### src/hw/rtl/erb_pkg.sv
// ----------------------------------------------------------------------------
// erb_pkg: shared types, codes and helpers for the 2D rigid body integrator
// Holds the sequencer and serial ALU state types, command codes and the
// signed 32-bit saturation helper.
// ----------------------------------------------------------------------------
`timescale 1ns / 1ps

package erb_pkg;

  // Q16.16 format
  localparam int unsigned WordW  = 32;
  localparam int unsigned FracW  = 16;
  localparam int unsigned MassW  = 31;
  localparam int unsigned WideW  = 50;  // room for any exact sum or product slice

  // Serial ALU iteration counts (one bit per cycle)
  localparam int unsigned MulCycles = WordW;
  localparam int unsigned DivCycles = WordW + FracW;
  localparam int unsigned CntW      = 6;

  // Command codes
  localparam logic [2:0] FnIntegrate  = 3'd0;
  localparam logic [2:0] FnImpulse    = 3'd1;
  localparam logic [2:0] FnAddSteady  = 3'd2;
  localparam logic [2:0] FnAddFrame   = 3'd3;
  localparam logic [2:0] FnSetVel     = 3'd4;

  // Configuration register indexes
  localparam logic [1:0] RegMass   = 2'd0;
  localparam logic [1:0] RegGScale = 2'd1;
  localparam logic [1:0] RegGravX  = 2'd2;
  localparam logic [1:0] RegGravY  = 2'd3;

  typedef enum logic {
    ALU_MUL,
    ALU_DIV
  } alu_op_e;

  typedef enum logic [1:0] {
    A_IDLE,
    A_MUL,
    A_DIV,
    A_FIN
  } alu_state_e;

  typedef enum logic [2:0] {
    T_IDLE,
    T_SIMPLE,
    T_START,
    T_WAIT,
    T_OUT
  } top_state_e;

  // Micro-steps of the integrate and impulse commands
  typedef enum logic [3:0] {
    ST_GM,
    ST_GX,
    ST_GY,
    ST_AX,
    ST_AY,
    ST_VX,
    ST_VY,
    ST_PX,
    ST_PY,
    ST_IX,
    ST_IY
  } step_e;

  typedef struct packed {
    logic    start;
    alu_op_e op;
  } alu_req_t;

  typedef struct packed {
    logic done;
    logic sat;
  } alu_rsp_t;

  // Clamp to the signed 32-bit range; returns {clamped, value}
  function automatic logic [WordW:0] sat32(input logic signed [WideW-1:0] v);
    logic signed [WideW-1:0] hi;
    logic signed [WideW-1:0] lo;
    logic [WordW:0] r;
    hi = WideW'(signed'(33'sh0_7FFF_FFFF));
    lo = WideW'(signed'(33'sh1_8000_0000));
    if (v > hi) begin
      r = {1'b1, 32'h7FFF_FFFF};
    end else if (v < lo) begin
      r = {1'b1, 32'h8000_0000};
    end else begin
      r = {1'b0, v[WordW-1:0]};
    end
    return r;
  endfunction

endpackage

### src/hw/rtl/euler_rigid_body_2d.sv
// ----------------------------------------------------------------------------
// euler_rigid_body_2d: semi-implicit Euler integrator for one 2D point body
// Q16.16 velocity and force state; integrate, impulse, force and set-velocity
// commands, with saturation of every stored and returned value.
// ----------------------------------------------------------------------------
//  Channel   Direction  Contents
//  s_axis    in         tuser[2:0] func; tdata vec_x, vec_y, pos_x, pos_y, step_time
//  m_axis    out        tuser[0] saturated; tdata result_x, result_y, new_pos_x, new_pos_y
//  cfg       in         write enable, 2-bit register index, 32-bit data
//
//  Integrate runs 7 bit-serial ALU multiplies and 2 divides; impulse runs
//  2 divides; other commands go through the simple path to the output.
//  Reset clears velocity and forces and loads mass 1.0 and gravity scale 1.0.
//  A finished result waits in the output register; a stalled output holds
//  the next result in the sequencer until the register frees.
// ----------------------------------------------------------------------------
`timescale 1ns / 1ps

module euler_rigid_body_2d import erb_pkg::*; (
  input  logic         clk_i,
  input  logic         rst_ni,
  input  logic         s_axis_tvalid,
  output logic         s_axis_tready,
  input  logic [159:0] s_axis_tdata,  // vec_x, vec_y, pos_x, pos_y, step_time, pad
  input  logic [2:0]   s_axis_tuser,  // func
  output logic         m_axis_tvalid,
  input  logic         m_axis_tready,
  output logic [127:0] m_axis_tdata,  // result_x, result_y, new_pos_x, new_pos_y
  output logic         m_axis_tuser,  // saturated
  input  logic         cfg_we_i,
  input  logic [1:0]   cfg_addr_i,
  input  logic [31:0]  cfg_wdata_i
);

  top_state_e state_q, state_d;
  step_e      step_q;

  logic [MassW-1:0] mass_q;
  logic [31:0] gscale_q, grav_x_q, grav_y_q;
  logic [31:0] vel_x_q, vel_y_q, sf_x_q, sf_y_q, ff_x_q, ff_y_q;
  logic [2:0]  func_q;
  logic [31:0] vec_x_q, vec_y_q, pos_x_q, pos_y_q;
  logic [MassW-1:0] dt_q;
  logic [31:0] gm_q, tmp_x_q, tmp_y_q;
  logic [31:0] res_x_q, res_y_q, npos_x_q, npos_y_q;
  logic        sat_q;
  logic [127:0] out_data_q;
  logic        out_user_q, out_valid_q;

  logic        in_acc, out_free;
  alu_req_t    alu_req;
  alu_rsp_t    alu_rsp;
  logic [31:0] alu_a, alu_b, alu_res;
  logic [31:0] mass_eff;
  logic [31:0] add_b, add_c;
  logic [WordW:0] step_s;
  logic [WordW:0] simp_x, simp_y;
  logic        last_step;
  step_e       next_step;

  assign in_acc   = s_axis_tvalid && s_axis_tready;
  assign out_free = !out_valid_q || m_axis_tready;
  assign mass_eff = (mass_q == '0) ? 32'd1 : {1'b0, mass_q};

  erb_serial_alu u_alu (
    .clk_i  (clk_i),
    .rst_ni (rst_ni),
    .req_i  (alu_req),
    .a_i    (alu_a),
    .b_i    (alu_b),
    .rsp_o  (alu_rsp),
    .res_o  (alu_res)
  );

  // Operand selection per step
  always_comb begin
    alu_a = tmp_x_q;
    alu_b = {1'b0, dt_q};
    alu_req.start = (state_q == T_START);
    alu_req.op = ALU_MUL;
    unique case (step_q)
      ST_GM: begin alu_a = gscale_q; alu_b = {1'b0, mass_q}; end
      ST_GX: begin alu_a = grav_x_q; alu_b = gm_q; end
      ST_GY: begin alu_a = grav_y_q; alu_b = gm_q; end
      ST_AX: begin alu_a = tmp_x_q; alu_b = mass_eff; alu_req.op = ALU_DIV; end
      ST_AY: begin alu_a = tmp_y_q; alu_b = mass_eff; alu_req.op = ALU_DIV; end
      ST_VX: alu_a = tmp_x_q;
      ST_VY: alu_a = tmp_y_q;
      ST_PX: alu_a = vel_x_q;
      ST_PY: alu_a = vel_y_q;
      ST_IX: begin alu_a = vec_x_q; alu_b = mass_eff; alu_req.op = ALU_DIV; end
      ST_IY: begin alu_a = vec_y_q; alu_b = mass_eff; alu_req.op = ALU_DIV; end
      default: ;
    endcase
  end

  // Post-add of the ALU result per step
  always_comb begin
    add_b = '0;
    add_c = '0;
    unique case (step_q)
      ST_GX: begin add_b = sf_x_q; add_c = ff_x_q; end
      ST_GY: begin add_b = sf_y_q; add_c = ff_y_q; end
      ST_VX, ST_IX: add_b = vel_x_q;
      ST_VY, ST_IY: add_b = vel_y_q;
      ST_PX: add_b = pos_x_q;
      ST_PY: add_b = pos_y_q;
      default: ;
    endcase
    step_s = sat32(WideW'($signed(alu_res)) + WideW'($signed(add_b))
                   + WideW'($signed(add_c)));
  end

  // Step order
  always_comb begin
    last_step = 1'b0;
    next_step = step_q;
    unique case (step_q)
      ST_GM: next_step = ST_GX;
      ST_GX: next_step = ST_GY;
      ST_GY: next_step = ST_AX;
      ST_AX: next_step = ST_AY;
      ST_AY: next_step = ST_VX;
      ST_VX: next_step = ST_VY;
      ST_VY: next_step = ST_PX;
      ST_PX: next_step = ST_PY;
      ST_IX: next_step = ST_IY;
      ST_PY, ST_IY: last_step = 1'b1;
      default: last_step = 1'b1;
    endcase
  end

  // Simple commands: add to a force or set the velocity
  always_comb begin
    simp_x = '0;
    simp_y = '0;
    case (func_q)
      FnAddSteady: begin
        simp_x = sat32(WideW'($signed(sf_x_q)) + WideW'($signed(vec_x_q)));
        simp_y = sat32(WideW'($signed(sf_y_q)) + WideW'($signed(vec_y_q)));
      end
      FnAddFrame: begin
        simp_x = sat32(WideW'($signed(ff_x_q)) + WideW'($signed(vec_x_q)));
        simp_y = sat32(WideW'($signed(ff_y_q)) + WideW'($signed(vec_y_q)));
      end
      FnSetVel: begin
        simp_x = sat32(WideW'($signed(vec_x_q)) - WideW'($signed(vel_x_q)));
        simp_y = sat32(WideW'($signed(vec_y_q)) - WideW'($signed(vel_y_q)));
      end
      default: ;
    endcase
  end

  // Sequencer next state
  always_comb begin
    state_d = state_q;
    unique case (state_q)
      T_IDLE: begin
        if (in_acc) begin
          if (s_axis_tuser == FnIntegrate || s_axis_tuser == FnImpulse) begin
            state_d = T_START;
          end else begin
            state_d = T_SIMPLE;
          end
        end
      end
      T_SIMPLE: state_d = T_OUT;
      T_START:  state_d = T_WAIT;
      T_WAIT:   if (alu_rsp.done) state_d = last_step ? T_OUT : T_START;
      T_OUT:    if (out_free) state_d = T_IDLE;
      default:  state_d = T_IDLE;
    endcase
  end

  // Sequencer outputs
  always_comb begin
    s_axis_tready = (state_q == T_IDLE);
    m_axis_tvalid = out_valid_q;
    m_axis_tdata  = out_data_q;
    m_axis_tuser  = out_user_q;
  end

  // Control and state registers
  always_ff @(posedge clk_i or negedge rst_ni) begin
    if (!rst_ni) begin
      state_q     <= T_IDLE;
      out_valid_q <= 1'b0;
      mass_q      <= MassW'(32'h0001_0000);
      gscale_q    <= 32'h0001_0000;
      grav_x_q    <= '0;
      grav_y_q    <= '0;
      vel_x_q     <= '0;
      vel_y_q     <= '0;
      sf_x_q      <= '0;
      sf_y_q      <= '0;
      ff_x_q      <= '0;
      ff_y_q      <= '0;
    end else begin
      state_q <= state_d;

      if (cfg_we_i) begin
        unique case (cfg_addr_i)
          RegMass:   mass_q   <= cfg_wdata_i[MassW-1:0];
          RegGScale: gscale_q <= cfg_wdata_i;
          RegGravX:  grav_x_q <= cfg_wdata_i;
          RegGravY:  grav_y_q <= cfg_wdata_i;
          default: ;
        endcase
      end

      if (state_q == T_SIMPLE) begin
        case (func_q)
          FnAddSteady: begin sf_x_q <= simp_x[31:0]; sf_y_q <= simp_y[31:0]; end
          FnAddFrame:  begin ff_x_q <= simp_x[31:0]; ff_y_q <= simp_y[31:0]; end
          FnSetVel:    begin vel_x_q <= vec_x_q; vel_y_q <= vec_y_q; end
          default: ;
        endcase
      end

      if (state_q == T_WAIT && alu_rsp.done) begin
        case (step_q)
          ST_VX, ST_IX: vel_x_q <= step_s[31:0];
          ST_VY, ST_IY: vel_y_q <= step_s[31:0];
          ST_PY: begin ff_x_q <= '0; ff_y_q <= '0; end
          default: ;
        endcase
      end

      if (state_q == T_OUT && out_free) begin
        out_valid_q <= 1'b1;
      end else if (m_axis_tready) begin
        out_valid_q <= 1'b0;
      end
    end
  end

  // Item, scratch and output payload
  always_ff @(posedge clk_i) begin
    if (in_acc) begin
      func_q  <= s_axis_tuser;
      vec_x_q <= s_axis_tdata[31:0];
      vec_y_q <= s_axis_tdata[63:32];
      pos_x_q <= s_axis_tdata[95:64];
      pos_y_q <= s_axis_tdata[127:96];
      dt_q    <= s_axis_tdata[158:128];
      sat_q   <= 1'b0;
      step_q  <= (s_axis_tuser == FnImpulse) ? ST_IX : ST_GM;
    end

    if (state_q == T_SIMPLE) begin
      npos_x_q <= pos_x_q;
      npos_y_q <= pos_y_q;
      res_x_q  <= simp_x[31:0];
      res_y_q  <= simp_y[31:0];
      sat_q    <= simp_x[WordW] | simp_y[WordW];
      if (func_q == FnSetVel) begin
        // nothing extra: result is the velocity change
      end
    end

    if (state_q == T_WAIT && alu_rsp.done) begin
      sat_q <= sat_q | alu_rsp.sat | step_s[WordW];
      if (!last_step) step_q <= next_step;
      case (step_q)
        ST_GM: gm_q <= step_s[31:0];
        ST_GX, ST_AX: tmp_x_q <= step_s[31:0];
        ST_GY, ST_AY: tmp_y_q <= step_s[31:0];
        ST_PX: npos_x_q <= step_s[31:0];
        ST_PY: begin
          npos_y_q <= step_s[31:0];
          res_x_q  <= vel_x_q;
          res_y_q  <= vel_y_q;
        end
        ST_IY: begin
          npos_x_q <= pos_x_q;
          npos_y_q <= pos_y_q;
          res_x_q  <= vel_x_q;
          res_y_q  <= step_s[31:0];
        end
        default: ;
      endcase
    end

    if (state_q == T_OUT && out_free) begin
      out_data_q <= {npos_y_q, npos_x_q, res_y_q, res_x_q};
      out_user_q <= sat_q;
    end
  end

  // ALU only finishes while the sequencer waits on it
  a_done_in_wait: assert property (@(posedge clk_i) disable iff (!rst_ni)
    alu_rsp.done |-> (state_q == T_WAIT))
    else $error("ALU finished outside wait state");

  // An accepted item always starts work
  a_accept_busy: assert property (@(posedge clk_i) disable iff (!rst_ni)
    in_acc |=> (state_q != T_IDLE))
    else $error("accepted item left sequencer idle");

  // A result only leaves the output register through a handshake
  a_out_drop: assert property (@(posedge clk_i) disable iff (!rst_ni)
    $fell(out_valid_q) |-> $past(m_axis_tready))
    else $error("result dropped without transaction");

  // Output register is never overwritten while holding an untaken result
  a_no_overwrite: assert property (@(posedge clk_i) disable iff (!rst_ni)
    (state_q == T_OUT && out_valid_q && !m_axis_tready) |=> (state_q == T_OUT))
    else $error("sequencer left output state while result stalled");

endmodule

### src/hw/rtl/erb_serial_alu.sv
// ----------------------------------------------------------------------------
// erb_serial_alu: bit-serial Q16.16 multiplier and mass divider
// Multiply: shift-add on magnitudes, floor by 2^16, saturate.
// Divide: restoring division of a*2^16 by mass, floored, saturated.
// ----------------------------------------------------------------------------
`timescale 1ns / 1ps

module erb_serial_alu import erb_pkg::*; (
  input  logic        clk_i,
  input  logic        rst_ni,
  input  alu_req_t    req_i,
  input  logic [31:0] a_i,    // signed operand / dividend
  input  logic [31:0] b_i,    // signed multiplier or unsigned divisor
  output alu_rsp_t    rsp_o,
  output logic [31:0] res_o
);

  alu_state_e state_q, state_d;
  logic [CntW-1:0] cnt_q;
  alu_op_e op_q;
  logic neg_q;
  logic [32:0] acc_hi_q;
  logic [31:0] acc_lo_q;
  logic [31:0] ma_q;
  logic [47:0] num_q;
  logic [31:0] rem_q;

  logic [31:0] mag_a, mag_b;
  logic [32:0] mul_sum;
  logic [31:0] trial;
  logic        fits;
  logic signed [64:0] prod_s;
  logic signed [48:0] prod_fl;
  logic [48:0] quo_m;
  logic signed [WideW-1:0] fin_v;
  logic [WordW:0] fin_s;

  assign mag_a = a_i[31] ? (32'd0 - a_i) : a_i;
  assign mag_b = b_i[31] ? (32'd0 - b_i) : b_i;

  // Shift-add step and restoring-divide step
  assign mul_sum = acc_hi_q + (acc_lo_q[0] ? {1'b0, ma_q} : 33'd0);
  assign trial   = {rem_q[30:0], num_q[47]};
  assign fits    = (trial >= ma_q);

  // Final sign, floor and clamp
  always_comb begin
    prod_s  = neg_q ? -$signed({1'b0, acc_hi_q[31:0], acc_lo_q})
                    :  $signed({1'b0, acc_hi_q[31:0], acc_lo_q});
    prod_fl = 49'(prod_s >>> FracW);
    // negative quotient rounds away from zero when a remainder is left
    quo_m   = {1'b0, num_q} + {48'd0, (neg_q && (rem_q != 32'd0))};
    if (op_q == ALU_MUL) begin
      fin_v = WideW'(prod_fl);
    end else begin
      fin_v = neg_q ? -$signed({1'b0, quo_m}) : $signed({1'b0, quo_m});
    end
    fin_s = sat32(fin_v);
  end

  // Next state
  always_comb begin
    state_d = state_q;
    unique case (state_q)
      A_IDLE: if (req_i.start) state_d = (req_i.op == ALU_MUL) ? A_MUL : A_DIV;
      A_MUL:  if (cnt_q == '0) state_d = A_FIN;
      A_DIV:  if (cnt_q == '0) state_d = A_FIN;
      A_FIN:  state_d = A_IDLE;
      default: state_d = A_IDLE;
    endcase
  end

  // Outputs
  always_comb begin
    rsp_o.done = (state_q == A_FIN);
    rsp_o.sat  = (state_q == A_FIN) && fin_s[WordW];
    res_o      = fin_s[WordW-1:0];
  end

  always_ff @(posedge clk_i or negedge rst_ni) begin
    if (!rst_ni) begin
      state_q <= A_IDLE;
      cnt_q   <= '0;
    end else begin
      state_q <= state_d;
      if (state_q == A_IDLE && req_i.start) begin
        cnt_q <= (req_i.op == ALU_MUL) ? CntW'(MulCycles - 1) : CntW'(DivCycles - 1);
      end else if (cnt_q != '0) begin
        cnt_q <= cnt_q - 1'b1;
      end
    end
  end

  // Datapath
  always_ff @(posedge clk_i) begin
    unique case (state_q)
      A_IDLE: begin
        if (req_i.start) begin
          op_q <= req_i.op;
          if (req_i.op == ALU_MUL) begin
            neg_q    <= a_i[31] ^ b_i[31];
            ma_q     <= mag_a;
            acc_hi_q <= '0;
            acc_lo_q <= mag_b;
          end else begin
            neg_q <= a_i[31];
            ma_q  <= b_i;
            num_q <= {mag_a, 16'd0};
            rem_q <= '0;
          end
        end
      end
      A_MUL: begin
        acc_hi_q <= {1'b0, mul_sum[32:1]};
        acc_lo_q <= {mul_sum[0], acc_lo_q[31:1]};
      end
      A_DIV: begin
        rem_q <= fits ? (trial - ma_q) : trial;
        num_q <= {num_q[46:0], fits};
      end
      default: ;
    endcase
  end

endmodule
### config.mk
export PLATFORM = sky130hd
export DESIGN_NAME = euler_rigid_body_2d
export DESIGN_NICKNAME = d
export VERILOG_FILES = /design/src/hw/rtl/erb_pkg.sv /design/src/hw/rtl/euler_rigid_body_2d.sv /design/src/hw/rtl/erb_serial_alu.sv
export SDC_FILE = /design/constraint.sdc
export NUM_CORES = 2
export LEC_CHECK = 0
export BUFFER_PORTS_ARGS = -buffer_cell sky130_fd_sc_hd__buf_2
export CAP_MARGIN = 20
export CELL_PAD_IN_SITES_DETAIL_PLACEMENT = 1
export CELL_PAD_IN_SITES_GLOBAL_PLACEMENT = 1
export CORE_MARGIN = 5
export CORE_UTILIZATION = 31
export CTS_CLUSTER_SIZE = 12
export DETAILED_ROUTE_END_ITERATION = 10
export PLACE_DENSITY_LB_ADDON = 0.2
export SLEW_MARGIN = 20
export SYNTH_ARGS = -nofsm -noshare
export SYNTH_HDL_FRONTEND = slang
export SYNTH_SLANG_ARGS = --single-unit
### constraint.sdc
create_clock -name clk_i -period 11.7 [get_ports clk_i]
set_clock_uncertainty 0.15 [all_clocks]
set_input_delay 1.17 -clock clk_i [delete_from_list [all_inputs] [get_ports clk_i]]
set_output_delay 1.17 -clock clk_i [all_outputs]
set_load 0.01 [all_outputs]
Word level (Yosys, flattened, before mapping)
Cells that the tools add are included.

Input port bits: 202. Logic and storage cells: 249. Output and inout bits: 131. Register bits: 1030.

Reductions and logical operators: 46. Magnitude comparators: 17. Equality and inequality tests: 32. Muxes and demuxes: 96. Bitwise gates (word level): 4. $add $sub $neg: 16.

Operator list (count): $mux W32 (34); $mux W33 (18); $pmux W32 S2 (6); $pmux W32 S8 (1); $gt A33 B32 Y1 const B (6); $lt A33 B32 Y1 const B (6); $pmux W33 S3 (2); $pmux W32 S6 (1); $add A32 B32 Y33 (5); $mux W50 (2); $mux W48 (2); $pmux W32 S3 (1); $pmux W48 S2 (1); $pmux W33 S2 (1); $sub A32 B32 Y33 (2); $mux W65 (1); $neg A64 Y65 (1); $sub A1 B32 Y32 const A (2); $gt A50 B32 Y1 const B (1); $lt A50 B32 Y1 const B (1); $neg A49 Y50 (1); $add A48 B1 Y49 (1); $pmux W4 S9 (1); $add A33 B32 Y34 (1); 45 further kinds (113).

Depth between registers and ports, before layout
Depth in word-level cells: 16. Gate-level depth with buffers: 47.

Cells and area by module
From an unflattened synthesis, not the netlist that was laid out.

Cell total of the unflattened synthesis: 6683. Area, all modules: 65464.0 um2.

By module, submodules not included: euler_rigid_body_2d (sequential area each 22419.0 um2, area each 48243.8 um2, instances 1, cells each 4735); erb_serial_alu (sequential area each 5545.3 um2, area each 17220.3 um2, instances 1, cells each 1948).

Worst setup path before layout
OpenSTA, ideal clock, no wires.

Path type: register -> register. Start point: reg u_alu.neg_q. End point: reg npos_y_q[5]. Setup time: 0.060 ns. Stages on the path, launching flop included: 44. Data required time: 11.490 ns. Path buffers: 9. Arrival time: 10.578 ns. Setup slack: 0.912 ns. Cell sequence: edfxtp_1 -> clkbuf_1 -> clkbuf_1 -> clkbuf_1 -> clkbuf_1 -> buf_1 -> o21a_1 -> ha_1 -> ha_1 -> buf_2 -> nand2_1 -> or4_1 -> buf_2 -> or4_1 -> xor2_1 -> nand4_1 -> or4b_4 -> or4_1 -> [... 8 more ...] -> a21o_1 -> fa_1 -> ha_1 -> inv_1 -> fa_1 -> nor2b_1 -> o31a_1 -> o2111ai_1 -> a2111oi_0 -> o211ai_1 -> nand4_1 -> a211oi_1 -> nor2_1 -> xor2_1 -> a21oi_1 -> o31ai_1 -> a222oi_1 -> inv_1.

Longest elaborated chain between the ends: 15.

RTL lines: from (decl) (RTL line erb_serial_alu.sv:21) `logic neg_q;`; from (signal assigned) (RTL line erb_serial_alu.sv:101) `neg_q <= a_i[31] ^ b_i[31];`; from (signal assigned) (RTL line erb_serial_alu.sv:106) `neg_q <= a_i[31];`; $logic_and A1 B1 Y1 (RTL line erb_serial_alu.sv:52) `quo_m = {1'b0, num_q} + {48'd0, (neg_q && (rem_q != 32'd0))};`; $add A48 B1 Y49 (RTL line erb_serial_alu.sv:52); $neg A49 Y50 (RTL line erb_serial_alu.sv:56) `fin_v = neg_q ? -$signed({1'b0, quo_m}) : $signed({1'b0, quo_m});`; $mux W50 (RTL line erb_serial_alu.sv:56); $mux W50 * (RTL line erb_serial_alu.sv:53) `if (op_q == ALU_MUL) begin`; $lt A50 B32 Y1 (RTL line erb_pkg.sv:88) `end else if (v < lo) begin`; $mux W33 (RTL line erb_pkg.sv:88); $mux W33 * (RTL line erb_pkg.sv:86) `if (v > hi) begin`; $add A32 B32 Y33 * (RTL line euler_rigid_body_2d.sv:110) `step_s = sat32(WideW'($signed(alu_res)) + WideW'($signed(add_b))`; $add A33 B32 Y34 * (RTL line euler_rigid_body_2d.sv:111) `+ WideW'($signed(add_c)));`; $lt A34 B32 Y1 (RTL line erb_pkg.sv:88); $mux W33 (RTL line erb_pkg.sv:88); $mux W33 * (RTL line erb_pkg.sv:86); net step_s[5] (RTL line euler_rigid_body_2d.sv:56) `logic [WordW:0] step_s;`; $pmux W32 S2 * (RTL line euler_rigid_body_2d.sv:264) `case (step_q)`; $mux W32 * (RTL line euler_rigid_body_2d.sv:261) `if (state_q == T_WAIT && alu_rsp.done) begin`; to (signal assigned) (RTL line euler_rigid_body_2d.sv:252) `npos_y_q <= pos_y_q;`; to (signal assigned) (RTL line euler_rigid_body_2d.sv:270) `npos_y_q <= step_s[31:0];`; to (signal assigned) (RTL line euler_rigid_body_2d.sv:276) `npos_y_q <= pos_y_q;`; to (decl) (RTL line euler_rigid_body_2d.sv:45) `logic [31:0] res_x_q, res_y_q, npos_x_q, npos_y_q;`.

The timed path passes the listed nets; every way through them passes the cells marked *. A chain may end at the register's enable or synchronous reset.

Worst setup path after layout
Start point: reg u_alu.rem_q[25]. End point: reg sat_q, data pin.

Longest elaborated chain between the ends: 16.

RTL lines: from (decl) (RTL line erb_serial_alu.sv:26) `logic [31:0] rem_q;`; from (signal assigned) (RTL line erb_serial_alu.sv:118) `rem_q <= fits ? (trial - ma_q) : trial;`; $reduce_bool A32 Y1 * (RTL line erb_serial_alu.sv:52); $logic_and A1 B1 Y1 * (RTL line erb_serial_alu.sv:52); $add A48 B1 Y49 * (RTL line erb_serial_alu.sv:52); $neg A49 Y50 (RTL line erb_serial_alu.sv:56); $mux W50 * (RTL line erb_serial_alu.sv:56); $mux W50 * (RTL line erb_serial_alu.sv:53); $lt A50 B32 Y1 (RTL line erb_pkg.sv:88); $mux W33 (RTL line erb_pkg.sv:88); $mux W33 * (RTL line erb_pkg.sv:86); $add A32 B32 Y33 (RTL line euler_rigid_body_2d.sv:110); $add A33 B32 Y34 (RTL line euler_rigid_body_2d.sv:111); $lt A34 B32 Y1 (RTL line erb_pkg.sv:88); $mux W33 (RTL line erb_pkg.sv:88); $mux W33 (RTL line erb_pkg.sv:86); $or A1 B1 Y1 * (RTL line euler_rigid_body_2d.sv:262) `sat_q <= sat_q | alu_rsp.sat | step_s[WordW];`; $mux W1 * (RTL line euler_rigid_body_2d.sv:261); to (signal assigned) (RTL line euler_rigid_body_2d.sv:255) `sat_q <= simp_x[WordW] | simp_y[WordW];`; to (signal assigned) (RTL line euler_rigid_body_2d.sv:262); to (decl) (RTL line euler_rigid_body_2d.sv:46) `logic sat_q;`.

Mark *: on every way between the ends. The rest lies on a longest branch, timed or not.

==> flow_metrics.env <==
export IMPL_hold_ws_ps=210.5
export IMPL_seq_power_share=0.268
export IMPL_critPathMostFrequentCell="buf_4"
export IMPL_die_w_um=460.7
export IMPL_path_max_fanout=11
export IMPL_p_leak_nw=29.44
export IMPL_worstPathArrival_ps=11550
export IMPL_grt_first_pass_wirelength_mm=426.7
export IMPL_r2r_slack_ps=550
export IMPL_clk_latency_ps=830
export IMPL_final_layout_size_suffix_gt1_frac=0.1483
export IMPL_gp_congestion=0.9910
export IMPL_hpwl_mm=239.1
export IMPL_run_status="finished, final reports clean"
export IMPL_end_kind="flip-flop"
export IMPL_clk_pin_slew_ps=60
export IMPL_p_int_mw=13.87
export IMPL_cts_tree="yes"
export IMPL_slew_viol_final=0
export IMPL_rsz0062_at_grt="yes"
export IMPL_rows=165
export IMPL_switching_share=0.4996
export IMPL_finalWorstSetupSlack_ps=550.3
export IMPL_htreeDepth=4
export IMPL_yosysMostFrequentCell="a21oi_1"
export IMPL_initial_core_util=0.3115
export IMPL_antenna_found_initial=36
export IMPL_crit_start="u_alu.rem_q[25]$_SDFFCE_PN0P_"
export IMPL_vias_per_cell=5.795
export IMPL_ff2ff_path_depth=43
export IMPL_hold_path_class="input pin to asynchronous set/reset pin"
export IMPL_chipHeight_um=460.7
export IMPL_yosysWarnings=0
export IMPL_ir_worst_vdd_uv=266.7
export IMPL_power_share_combinational=0.577
export IMPL_worst_path_buf_inv=9
export IMPL_syn_to_final_growth_pct=16.83
export IMPL_fmax_ghz=0.08969
export IMPL_drt_pass1_iter_count=6
export IMPL_ys_flop_type="edfxtp_1"
export IMPL_clk_path_buf_depth=3
export IMPL_fp_coreArea_um2=202100
export IMPL_cts_buffers=132
export IMPL_io_pins=333
export IMPL_powerDensity_nw_per_um2=376.7
export IMPL_synth_largest_area_cell="edfxtp_1"
export IMPL_synth_seq_cells=1029
export IMPL_path_depth=43
export IMPL_synth_area_top_cells="edfxtp_1, dfrtp_1, ha_1, a21oi_1, o21ai_0"
export IMPL_min_period_over_period=0.9530
export IMPL_clockRootBuffer="clkbuf_16"
export IMPL_post_cts_buffers=0
export IMPL_wl_per_cell_um=31.74
export IMPL_cp_endpoint="sat_q$_DFFE_PP_"
export IMPL_yosysSeqAreaShare=0.4441
export IMPL_synth_edf_count=570
export IMPL_setup_viol=0
export IMPL_slowest_stage="or4b_2"
export IMPL_overflow=0
export IMPL_max_cap_viol_count=0
export IMPL_worst_slew_pin_slew_ps=1172
export IMPL_drtIter0Drc=5149
export IMPL_drt_total_wl_mm=306.2
export IMPL_worstPathRequired_ps=12100
export IMPL_synthTopCellsByCount="a21oi_1, edfxtp_1, o21ai_0, nand2_1, nor2_1"
export IMPL_num_vias=55912
export IMPL_port_buffers=331
export IMPL_worstSetupPathType="flip-flop to flip-flop"
export IMPL_grt_usage=0.2801
export IMPL_synth_area_um2=62970
export IMPL_switchingPower_mw=13.85
export IMPL_syn_inst=6483
export IMPL_critPathMaxStageDelay_ps=610
export IMPL_drtAntennaViolNets=0
export IMPL_start_kind="flip-flop"
export IMPL_synth_top_cell_area_share=0.2718
export IMPL_finalNetCount=7392
export IMPL_relSlewSlack=0.2187
export IMPL_hold_violations=0
export IMPL_grt_max_degree=88
export IMPL_fin_crit_ps=11150
export IMPL_cts_sinks=1029
export IMPL_reg2reg_from="u_alu.rem_q[25]$_SDFFCE_PN0P_"
export IMPL_largest_reg_flops=128
export IMPL_synthArstFlopShare=0.3217
export IMPL_p_total_mw=27.71
export IMPL_grt_pass1_vias=56143
export IMPL_crit_family="simple AND/OR/NAND/NOR gates"
export IMPL_rr_endpoint="sat_q$_DFFE_PP_"
export IMPL_place_ws_ps=-79.66
export IMPL_fin_util=0.3640
export IMPL_synthDistinctLibCells=89
export IMPL_dieArea_um2=212200
export IMPL_syn_avg_cell_area_um2=9.712
export IMPL_pwr_share_clk=0.155
export IMPL_drc=0
export IMPL_nFillCells=22839
[what timing repair did]
action / 4_1_cts / 5_1_grt
hold buffers: 0 / 0
resized for setup: 2 / 17
setup endpoints to repair: 1 / 246
[per-stage QoR]
| stage | instance area (um2) | cells | setup TNS [ps] |
|---|---|---|---|
| floorplan | 62980 | 6486 | 0 |
| global placement | 68860 | 9385 | 0 |
| detailed placement | 68870 | 9385 | -79.66 |
| CTS | 73390 | 9628 | 0 |
| global route | 73550 | 9643 | -16.11 |
| finish | 73560 | 9649 | 0 |
[cell type report]
type | count | area (um2) | share of cell area
repair buffers | 568 | 3627 | 0.04931
diodes | 18 | 45.04 | 0.0006123
clock inverters | 65 | 884.6 | 0.01203
multi-input cells | 4845 | 33030 | 0.4490
inverters | 274 | 1036 | 0.01408
well taps | 2672 | 3343 | 0.04545
clock buffers | 178 | 3630 | 0.04934
flip-flops and latches | 1029 | 27960 | 0.3801
[worst reg2reg max path: cells and delay by family, from the launching register on]
family,cells,cell delay (ps)
AO/OA/AOI/OAI,14,3140
XOR/XNOR,2,500
adder cells (fa/ha/maj),5,1480
buffers and inverters,9,1530
flip-flops,1,420
multiplexers,1,130
AND/OR/NAND/NOR,12,3570
[cell families after synthesis]
| kind of cell | count (synthesis) | share of synthesized area |
|---|---|---|
| flip-flops | 1029 | 0.4441 |
| adder cells (fa/ha/maj) | 340 | 0.07245 |
| AND/OR/NAND/NOR | 1658 | 0.1262 |
| multiplexers | 248 | 0.04256 |
| XOR/XNOR | 428 | 0.05953 |
| buffers and inverters | 612 | 0.03678 |
| other | 1 | 0.00005956 |
| AO/OA/AOI/OAI | 2167 | 0.2183 |
[power by group through the flow]
stage | Clock [mW] | Combinational [mW] | Sequential (mW)
floorplan | 0 | 8.63 | 6.38
global placement | 0 | 15.4 | 7.39
detailed placement | 0 | 15.7 | 7.40
CTS | 4.38 | 15.8 | 7.36
global route | 4.52 | 17.0 | 7.43
finish | 4.29 | 16.0 | 7.42
[worst min path at each step]
stage                                     from                          end  slack (ps)  depth (start not counted)
final                                   rst_ni       sf_x_q[24]$_DFFE_PN0P_         210                          1
after global routing                    rst_ni         ff_x_q[28]$_DFF_PN0_         240                          1
after CTS                               rst_ni       sf_x_q[24]$_DFFE_PN0P_         230                          1
after detailed placement   res_x_q[14]$_DFF_P_   m_axis_tdata[14]$_DFFE_PP_         260                          0
after global placement    npos_y_q[14]$_DFF_P_  m_axis_tdata[110]$_DFFE_PP_         260                          0
after floorplan            res_x_q[11]$_DFF_P_   m_axis_tdata[11]$_DFFE_PP_         250                          0
[cells in the final DEF, fill, tap and decap left out, types with 53 or more instances in the layout]
cell type	count
o21ai_0	534
nand2b_1	71
nor3_1	88
o21a_1	53
a22oi_1	248
xnor2_1	270
o22ai_1	67
edfxtp_1	570
a21oi_1	584
buf_4	223
a211oi_1	76
mux2_2	158
ha_1	296
xor2_1	157
nand2_1	465
inv_1	269
nand3_1	139
nor2_1	441
a21o_1	137
buf_2	330
dfrtp_1	329
dfxtp_1	128
mux2i_1	90
nand4_1	57
clkbuf_16	135
and2_1	85
nor2b_1	56
[per-layer routing]
metal  wire length, um  part of all wire  vias to the layer above  GRT usage
li1                  -                 -                    24917          -
met1            129700              0.42                    28566     0.3665
met2            137200              0.45                     1949     0.4410
met3             17020             0.056                      478    0.03557
met4             22310             0.073                        2     0.1735
met5                13          0.000042                        -          0
Power figures use the tool's default switching activity.
